==> src/rtl/assert_macros.svh <==
// Assertion macros for the RTL. They compile to nothing in synthesis.
`ifndef ASSERT_MACROS_SVH
`define ASSERT_MACROS_SVH

`ifndef SYNTHESIS

// Checked at every rising clock edge outside reset.
`define SIRC_ASSERT(label, clk, rst, prop, msg) \
  label: assert property (@(posedge clk) disable iff (rst) prop) else $error(msg);

// Checked at every rising clock edge, reset included.
`define SIRC_ASSERT_ALWAYS(label, clk, prop, msg) \
  label: assert property (@(posedge clk) prop) else $error(msg);

`else

`define SIRC_ASSERT(label, clk, rst, prop, msg)
`define SIRC_ASSERT_ALWAYS(label, clk, prop, msg)

`endif

`endif

==> src/rtl/sirc_pkg.sv <==
`default_nettype none

package sirc_pkg;

  localparam int VALUE_BITS    = 32;
  localparam int MAX_ALPHABET  = 16;
  localparam int SIZE_W        = 5;
  localparam int CHAR_W        = 8;
  localparam int CHAR_IDX_W    = 4;
  localparam int NUM_CHARS     = 16;
  localparam int REM_W         = (MAX_ALPHABET > 2) ? $clog2(MAX_ALPHABET) : 1;
  localparam int COUNT_W       = $clog2(VALUE_BITS + 1);
  localparam int IDX_W         = $clog2(VALUE_BITS);
  localparam int DIV_STEP_BITS = 8;
  localparam int DIV_STEPS     = (VALUE_BITS + DIV_STEP_BITS - 1) / DIV_STEP_BITS;
  localparam int WORK_W        = DIV_STEPS * DIV_STEP_BITS;
  localparam int DIV_CNT_W     = (DIV_STEPS > 1) ? $clog2(DIV_STEPS) : 1;
  localparam int CFG_IDX_W     = 2;
  localparam int CFG_DATA_W    = 64;

  localparam logic [CHAR_W-1:0] CHAR_PLUS  = 8'h2B;
  localparam logic [CHAR_W-1:0] CHAR_MINUS = 8'h2D;
  localparam logic [SIZE_W-1:0] MIN_RADIX  = 5'd2;

  localparam logic [SIZE_W-1:0]     RST_ALPHABET_SIZE = 5'd10;
  localparam logic [CFG_DATA_W-1:0] RST_CHARS_LOW     = 64'h3736_3534_3332_3130;
  localparam logic [CFG_DATA_W-1:0] RST_CHARS_HIGH    = 64'h0000_0000_0000_3938;

  localparam logic [CFG_IDX_W-1:0] REG_ALPHABET_SIZE = 2'd0;
  localparam logic [CFG_IDX_W-1:0] REG_CHARS_LOW     = 2'd1;
  localparam logic [CFG_IDX_W-1:0] REG_CHARS_HIGH    = 2'd2;

  typedef logic [2*CFG_DATA_W-1:0] chars_t;

  typedef struct packed {
    logic                  start;
    logic [VALUE_BITS-1:0] dividend;
    logic [SIZE_W-1:0]     radix;
  } div_req_t;

  typedef struct packed {
    logic                  done;
    logic [VALUE_BITS-1:0] quotient;
    logic [REM_W-1:0]      remainder;
  } div_rsp_t;

  function automatic logic [CHAR_W-1:0] char_at(input chars_t chars,
                                                input logic [CHAR_IDX_W-1:0] idx);
    char_at = chars[idx*CHAR_W +: CHAR_W];
  endfunction

endpackage

`default_nettype wire

==> src/rtl/signed_int_to_radix_chars.sv <==
// Channel  | Direction | Payload
// s_*      | in        | tdata[31:0] value (signed)
// m_*      | out       | tdata[7:0] character, tlast = last
// cfg_*    | in        | cfg_index register, cfg_data write data
//
// An accepted value is divided digit by digit in the divider, eight bits per step,
// and then the characters are sent out one by one.
// Up to 32 digits plus a sign make a run of up to 33 characters.
// The block takes no new value until its last character is in the output register.
// A stalled output holds the sequencer; reset is synchronous and clears all control.
`default_nettype none

module signed_int_to_radix_chars
  import sirc_pkg::*;
(
  input  wire logic                  clk,
  input  wire logic                  rst,
  input  wire logic                  s_tvalid,
  output logic                       s_tready,
  input  wire logic [VALUE_BITS-1:0] s_tdata,   // [31:0] value
  output logic                       m_tvalid,
  input  wire logic                  m_tready,
  output logic [CHAR_W-1:0]          m_tdata,   // [7:0] character
  output logic                       m_tlast,
  input  wire logic                  cfg_valid,
  output logic                       cfg_ready,
  input  wire logic [CFG_IDX_W-1:0]  cfg_index,
  input  wire logic [CFG_DATA_W-1:0] cfg_data
);

`include "assert_macros.svh"

  typedef enum logic [1:0] {ST_IDLE, ST_DIV, ST_SIGN, ST_EMIT} state_t;

  state_t                 state;
  logic [SIZE_W-1:0]      alphabet_size;
  logic [CFG_DATA_W-1:0]  chars_low;
  logic [CFG_DATA_W-1:0]  chars_high;
  chars_t                 chars;
  logic                   alpha_ok;
  logic                   neg;
  logic [COUNT_W-1:0]     count;
  logic [COUNT_W-1:0]     count_m1;
  logic [REM_W-1:0]       digit_store [VALUE_BITS];
  logic                   in_xfer;
  logic                   out_free;
  logic                   out_load;
  logic                   in_neg;
  logic [VALUE_BITS-1:0]  in_mag;
  div_req_t               div_req;
  div_rsp_t               div_rsp;

  assign chars     = {chars_high, chars_low};
  assign cfg_ready = 1'b1;
  assign s_tready  = state == ST_IDLE;
  assign in_xfer   = s_tvalid && s_tready;
  assign out_free  = !m_tvalid || m_tready;
  assign out_load  = out_free && (state == ST_SIGN || state == ST_EMIT);
  assign count_m1  = count - 1'b1;
  assign in_neg    = s_tdata[VALUE_BITS-1];
  assign in_mag    = in_neg ? (~s_tdata + {{(VALUE_BITS-1){1'b0}}, 1'b1}) : s_tdata;

  always_ff @(posedge clk) begin
    if (rst) begin
      alphabet_size <= RST_ALPHABET_SIZE;
      chars_low     <= RST_CHARS_LOW;
      chars_high    <= RST_CHARS_HIGH;
    end else if (cfg_valid && cfg_ready) begin
      case (cfg_index)
        REG_ALPHABET_SIZE: alphabet_size <= cfg_data[SIZE_W-1:0];
        REG_CHARS_LOW:     chars_low     <= cfg_data;
        REG_CHARS_HIGH:    chars_high    <= cfg_data;
        default: ;
      endcase
    end
  end

  sirc_alpha_check u_alpha (
    .alphabet_size (alphabet_size),
    .chars         (chars),
    .ok            (alpha_ok)
  );

  always_comb begin
    div_req.radix    = alphabet_size;
    div_req.start    = 1'b0;
    div_req.dividend = in_mag;
    if (state == ST_IDLE) begin
      div_req.start = in_xfer && alpha_ok;
    end else if (state == ST_DIV) begin
      div_req.start    = div_rsp.done && div_rsp.quotient != '0;
      div_req.dividend = div_rsp.quotient;
    end
  end

  sirc_div u_div (
    .clk (clk),
    .rst (rst),
    .req (div_req),
    .rsp (div_rsp)
  );

  always_ff @(posedge clk) begin
    if (state == ST_DIV && div_rsp.done) begin
      digit_store[count[IDX_W-1:0]] <= div_rsp.remainder;
    end
  end

  always_ff @(posedge clk) begin
    if (rst) begin
      state    <= ST_IDLE;
      neg      <= 1'b0;
      count    <= '0;
      m_tvalid <= 1'b0;
      m_tdata  <= '0;
      m_tlast  <= 1'b0;
    end else begin
      if (out_load) begin
        m_tvalid <= 1'b1;
      end else if (m_tready) begin
        m_tvalid <= 1'b0;
      end
      case (state)
        ST_IDLE: begin
          if (in_xfer && alpha_ok) begin
            neg   <= in_neg;
            count <= '0;
            state <= ST_DIV;
          end
        end
        ST_DIV: begin
          if (div_rsp.done) begin
            count <= count + 1'b1;
            if (div_rsp.quotient == '0) begin
              state <= neg ? ST_SIGN : ST_EMIT;
            end
          end
        end
        ST_SIGN: begin
          if (out_free) begin
            m_tdata  <= CHAR_MINUS;
            m_tlast  <= 1'b0;
            state    <= ST_EMIT;
          end
        end
        ST_EMIT: begin
          if (out_free) begin
            m_tdata  <= char_at(chars, CHAR_IDX_W'(digit_store[count_m1[IDX_W-1:0]]));
            m_tlast  <= count == COUNT_W'(1);
            count    <= count_m1;
            if (count == COUNT_W'(1)) begin
              state <= ST_IDLE;
            end
          end
        end
        default: state <= ST_IDLE;
      endcase
    end
  end

  `SIRC_ASSERT(a_count_bound, clk, rst, count <= COUNT_W'(VALUE_BITS), "digit count overflow")
  `SIRC_ASSERT(a_emit_nonempty, clk, rst, state == ST_EMIT |-> count != '0, "emit with no digits")
  `SIRC_ASSERT(a_div_owner, clk, rst, div_rsp.done |-> state == ST_DIV, "divider done outside division")
  `SIRC_ASSERT_ALWAYS(a_reset_idle, clk, rst |=> state == ST_IDLE && !m_tvalid, "reset not clearing")

endmodule

`default_nettype wire

==> src/rtl/sirc_alpha_check.sv <==
`default_nettype none

module sirc_alpha_check
  import sirc_pkg::*;
(
  input  wire logic [SIZE_W-1:0] alphabet_size,
  input  wire chars_t            chars,
  output logic                   ok
);

  logic [NUM_CHARS-1:0] in_use;
  logic                 bad;

  always_comb begin
    for (int i = 0; i < NUM_CHARS; i++) begin
      in_use[i] = SIZE_W'(i) < alphabet_size;
    end
  end

  always_comb begin
    bad = 1'b0;
    for (int i = 0; i < NUM_CHARS; i++) begin
      if (in_use[i] && (char_at(chars, CHAR_IDX_W'(i)) == CHAR_PLUS ||
                        char_at(chars, CHAR_IDX_W'(i)) == CHAR_MINUS)) begin
        bad = 1'b1;
      end
      for (int j = i + 1; j < NUM_CHARS; j++) begin
        if (in_use[j] && char_at(chars, CHAR_IDX_W'(i)) == char_at(chars, CHAR_IDX_W'(j))) begin
          bad = 1'b1;
        end
      end
    end
  end

  assign ok = !bad && alphabet_size >= MIN_RADIX &&
              alphabet_size <= SIZE_W'(MAX_ALPHABET);

endmodule

`default_nettype wire

==> src/rtl/sirc_div.sv <==
`default_nettype none

module sirc_div
  import sirc_pkg::*;
(
  input  wire logic     clk,
  input  wire logic     rst,
  input  wire div_req_t req,
  output div_rsp_t      rsp
);

  logic [WORK_W-1:0]    work;
  logic [REM_W-1:0]     rem;
  logic [DIV_CNT_W-1:0] cnt;
  logic                 running;
  logic                 done;
  logic [WORK_W-1:0]    work_next;
  logic [REM_W-1:0]     rem_next;
  logic [SIZE_W-1:0]    trial;

  // Long division, several dividend bits per cycle; the partial
  // remainder always stays below a nonzero radix.
  always_comb begin
    work_next = work;
    rem_next  = rem;
    trial     = '0;
    for (int b = 0; b < DIV_STEP_BITS; b++) begin
      trial     = SIZE_W'({rem_next, work_next[WORK_W-1]});
      work_next = {work_next[WORK_W-2:0], 1'b0};
      if (trial >= req.radix) begin
        rem_next     = REM_W'(trial - req.radix);
        work_next[0] = 1'b1;
      end else begin
        rem_next = REM_W'(trial);
      end
    end
  end

  always_ff @(posedge clk) begin
    if (rst) begin
      running <= 1'b0;
      done    <= 1'b0;
      cnt     <= '0;
    end else begin
      done <= 1'b0;
      if (req.start) begin
        running <= 1'b1;
        cnt     <= '0;
      end else if (running) begin
        cnt <= cnt + 1'b1;
        if (cnt == DIV_CNT_W'(DIV_STEPS - 1)) begin
          running <= 1'b0;
          done    <= 1'b1;
        end
      end
    end
  end

  always_ff @(posedge clk) begin
    if (req.start) begin
      work <= WORK_W'(req.dividend);
      rem  <= '0;
    end else if (running) begin
      work <= work_next;
      rem  <= rem_next;
    end
  end

  assign rsp.done      = done;
  assign rsp.quotient  = work[VALUE_BITS-1:0];
  assign rsp.remainder = rem;

endmodule

`default_nettype wire
==> config.mk <==
export PLATFORM = sky130hd
export DESIGN_NAME = signed_int_to_radix_chars
export DESIGN_NICKNAME = d
export VERILOG_FILES = /design/src/rtl/sirc_pkg.sv /design/src/rtl/signed_int_to_radix_chars.sv /design/src/rtl/sirc_alpha_check.sv /design/src/rtl/sirc_div.sv
export VERILOG_INCLUDE_DIRS = /design/src /design/src/rtl
export SDC_FILE = /design/constraint.sdc
export NUM_CORES = 1
export LEC_CHECK = 0
export BUFFER_PORTS_ARGS = -buffer_cell sky130_fd_sc_hd__clkbuf_2
export CORE_UTILIZATION = 40
export DETAILED_ROUTE_END_ITERATION = 10
export MAX_ROUTING_LAYER = met4
export PLACE_DENSITY_LB_ADDON = 0.3
export SYNTH_ARGS = -nofsm -noshare
export SYNTH_HDL_FRONTEND = slang
export SYNTH_SLANG_ARGS = --single-unit
==> constraint.sdc <==
create_clock -name clk -period 14.87 [get_ports clk]
set_input_delay 0.7435 -clock clk [delete_from_list [all_inputs] [get_ports clk]]
set_output_delay 0.7435 -clock clk [all_outputs]
set_load 0.01 [all_outputs]
==> metrics.md <==
| Metric | Value |
|---|---|
| Category of cells accounting for the largest share of critical-path delay | compound AO/OA/AOI/OAI gates |
| Final hold violation count | 0 |
| Type of element launching the critical path | register |
| RD Place Congestion | roughly 1.0 |
| Setup Skew | between 40 and 50 ps |
| First-pass GRT wire length | ~160 mm |
| First DRT Iteration DRCs | 3032 |
| Detailed-route vias per instance | a little over 6 |
| Cell seen most often among critical-path stages | sky130_fd_sc_hd__o21ai_0 |
| CTS buffer count | 36 |
| DRC | 0 |
| Dominant cells by area after synthesis | sky130_fd_sc_hd__edfxtp_1, sky130_fd_sc_hd__xnor2_1, sky130_fd_sc_hd__xor2_1 |
| Horizontal die dimension | between 200 and 300 um |
| Die boundary height | 271 um |
| Post-route cell area | 0.0311 mm2 |
| Synthesized area | roughly 0.029 mm2 |
| Max stage delay on crit path | 530 ps |
| Clk sink count | 320 |
| WP data required | around 15000 ps |
| Cell count after synthesis | ~3300 |
| Library cell used as clock root buffer | sky130_fd_sc_hd__clkbuf_16 |
| Total routing resource utilization after global routing | between 20% and 30% |
| Slack of the critical path | around 1500 ps |
| Ratio of cells with drive above 1 in the final layout | around 13% |
| Slew @ Worst Pin | 1260 ps |
| Post-synth top flop | sky130_fd_sc_hd__edfxtp_1 |
| Setup-failing EPs final | 0 |
| Post-Syn Area per Cell | 8.86 um2 |
| Maximum number of pins on one net before global-route repair | about 70 |
| IO buf count | ~110 |
| Area Growth Syn to Fin | 7.72% |
| Post-synth cell types | 78 |
| Number of hold buffers added after cts | 0 |
| Total Negative Setup Slacks | 0 ps |
| Unrepaired setup endpoints after global routing | false |
| Clock latency on the worst-skew pair | roughly 610 ps |
| PwrDens | 266 mW/mm2 |
| Vias in the first global route | ~24000 |
| Share of synthesized area occupied by flip-flops and latches | between 20% and 30% |
| Async set-or-reset flop fraction in the synthesized netlist | 0% |
| TritonCTS clock tree | built |
| Area leader, netlist | sky130_fd_sc_hd__edfxtp_1 |
| Hold crit path type | in2reg |
| Wirelength, routed | 109 mm |
| Worst-case headroom to the max-slew limit | 14.7% |
| Buffering stage count on the worst path with inverters included | 5 |
| Static leakage | around 12 nW |
| Initial cell density of the core | roughly two fifths |
| Standard cell with the maximum stage delay on the critical path | sky130_fd_sc_hd__dfxtp_2 |
| Share of the clock period used by the worst path after layout | approximately nine tenths |
| Final routed wire length divided by cell count | between 20 and 30 um |
| Total count of max-transition violations in the final report | 0 |
| Layout fillers | roughly 7000 |
| Achievable Freq | 0.0746 GHz |
| DIE AREA | about 0.073 mm2 |
| Result of the run | completed |
| Post-layout nets | between 3000 and 4000 |
| Clk pin slew, worst setup/hold paths | approximately 70 ps |
| Synth cell count leaders | sky130_fd_sc_hd__xnor2_1, sky130_fd_sc_hd__xor2_1, sky130_fd_sc_hd__nand2_1 |
| Post-layout minimum cycle time | around 13000 ps |
| Row count | 98 |
| Maximum number of buffers from clock root to sink | 3 |
| Antenna viol nets, final | 0 |
| Number of antenna violations at the first check in global routing | 5 |
| HPWL after detailed placement | roughly 69 mm |
| Number of top-level pins | between 100 and 150 |
| Overflow left after global routing | 0 |
| Maximum vdd ir drop | between 700 and 800 uV |
| Number of enable-type register cells in the synthesized netlist | 160 |
| Nets in the synthesized netlist | 3420 |
| Data arrival at the endpoint of the critical path | between 10000 and 15000 ps |
| Yosys reg bits | between 300 and 400 |
| Number of iterations in the first detailed-routing pass | 6 |
| Kind of critical path | reg2reg |
| Floorplan Core Area | 0.0715 mm2 |
| Largest fanout on the critical path | 15 |
| Post-placement worst setup slack | 1100 ps |
| Most common cell in the netlist | sky130_fd_sc_hd__xnor2_1 |
| Yosys warning count | 0 |
| Dpl cell area | approximately 0.030 mm2 |
| Fraction of post-synthesis cell area in the top cell type by area | 16.6% |
| Max-capacitance violation count | 0 |
| Critical Path End Type | register |
| Total number of vias | 25300 |
| # H-tree levels | 2 |
[logic make-up after synthesis]
| group | count (synthesis) | share of synthesized area (%) |
|---|---|---|
| xor+xnor | 1029 | 31.2 |
| simple gates | 963 | 16.6 |
| buf+inv | 398 | 7.14 |
| compound gates | 328 | 7.13 |
| flops | 320 | 27.7 |
| mux | 160 | 7.39 |
| fa+ha+maj | 59 | 2.76 |
| other cells | 1 | 0.0130 |
[final cells by class]
cell class	count	area, um2	share of cell area [%]
multi-input combinational	2540	18800	60.5
sequential	320	8010	25.8
timing repair buffer	264	1700	5.47
tap	950	1190	3.82
clock buffer	41	920	2.96
clock inverter	24	267	0.857
inverter	44	165	0.531
antenna	7	17.5	0.0563
[layout by cell type (no fill, tap or decap), types with 10 or more instances in the layout]
cell	n
sky130_fd_sc_hd__xor2_1	503
sky130_fd_sc_hd__nor2b_1	15
sky130_fd_sc_hd__a21oi_1	137
sky130_fd_sc_hd__nand4_1	131
sky130_fd_sc_hd__mux2_2	17
sky130_fd_sc_hd__nand2b_1	15
sky130_fd_sc_hd__nand3_1	77
sky130_fd_sc_hd__xnor2_1	526
sky130_fd_sc_hd__a22oi_1	26
sky130_fd_sc_hd__o21ai_0	45
sky130_fd_sc_hd__nor4_1	145
sky130_fd_sc_hd__mux4_2	40
sky130_fd_sc_hd__or3_1	15
sky130_fd_sc_hd__a21o_1	13
sky130_fd_sc_hd__inv_1	41
sky130_fd_sc_hd__clkbuf_2	112
sky130_fd_sc_hd__nor3_1	30
sky130_fd_sc_hd__nor2_1	112
sky130_fd_sc_hd__buf_4	152
sky130_fd_sc_hd__clkbuf_16	36
sky130_fd_sc_hd__o31ai_1	10
sky130_fd_sc_hd__a31oi_1	19
sky130_fd_sc_hd__nand2_1	364
sky130_fd_sc_hd__mux2i_1	100
sky130_fd_sc_hd__edfxtp_1	160
sky130_fd_sc_hd__dfxtp_1	158
sky130_fd_sc_hd__ha_1	51
sky130_fd_sc_hd__a211oi_1	15
[stage by stage]
step	power (mW)	cells	hold slack [ps]	utilization [%]
after global placement	6.94	4118	442	41.8
after global routing	8.90	4189	375	43.5
after CTS	7.92	4183	371	43.5
after detailed placement	6.99	4118	448	41.8
final	8.28	4190	374	43.5
after floorplan	6.07	3258	454	-
[path summary, 6_finish.rpt]
| check | from | slack [ps] | to | cells past startpoint |
|---|---|---|---|---|
| max reg2reg | alphabet_size[1] | 1470 | u_div.rem[1] | 61 |
| min | cfg_data[29] | 370 | chars_low[29] | 3 |
| min reg2reg | chars_low[14] | 450 | chars_low[14] | 2 |
| max | alphabet_size[1] | 1470 | u_div.rem[1] | 61 |
[worst min-delay path, delay by kind of cell]
family                 cells  cell delay, ps
buffers and inverters      1              90
AND/OR/NAND/NOR            2             100
[repair_timing]
action                     4_1_cts  5_1_grt
setup endpoints to repair        0        5
gates resized for setup          0        2
setup buffers                    0        0
[per-layer routing]
layer / global-route usage, % / up-vias / share of wire (%) / routed length, um
met5: - / - / 0 / 0
met4: 16.0 / 0 / 6.3 / 6830
met3: 7.11 / 484 / 11 / 12400
met2: 43.8 / 1610 / 43 / 46800
met1: 37.7 / 12200 / 39 / 42800
li1: - / 11000 / - / -
[flip-flops by register name, indices dropped and copies added, names as in the netlist, 2 cells and up]
register / cells
state: 2
u_div.cnt: 2
u_div.rem: 4
u_div.work: 32
m_tdata: 8
alphabet_size: 5
chars_low: 64
digit_store: 128
chars_high: 64
count: 6
[power breakdown]
part           internal, mW  switching, mW
clock network         0.493          0.409
registers              1.14         0.0626
logic                  2.84           3.34
total                  4.46           3.81
Note: power is estimated with default switching activity, not from simulation.
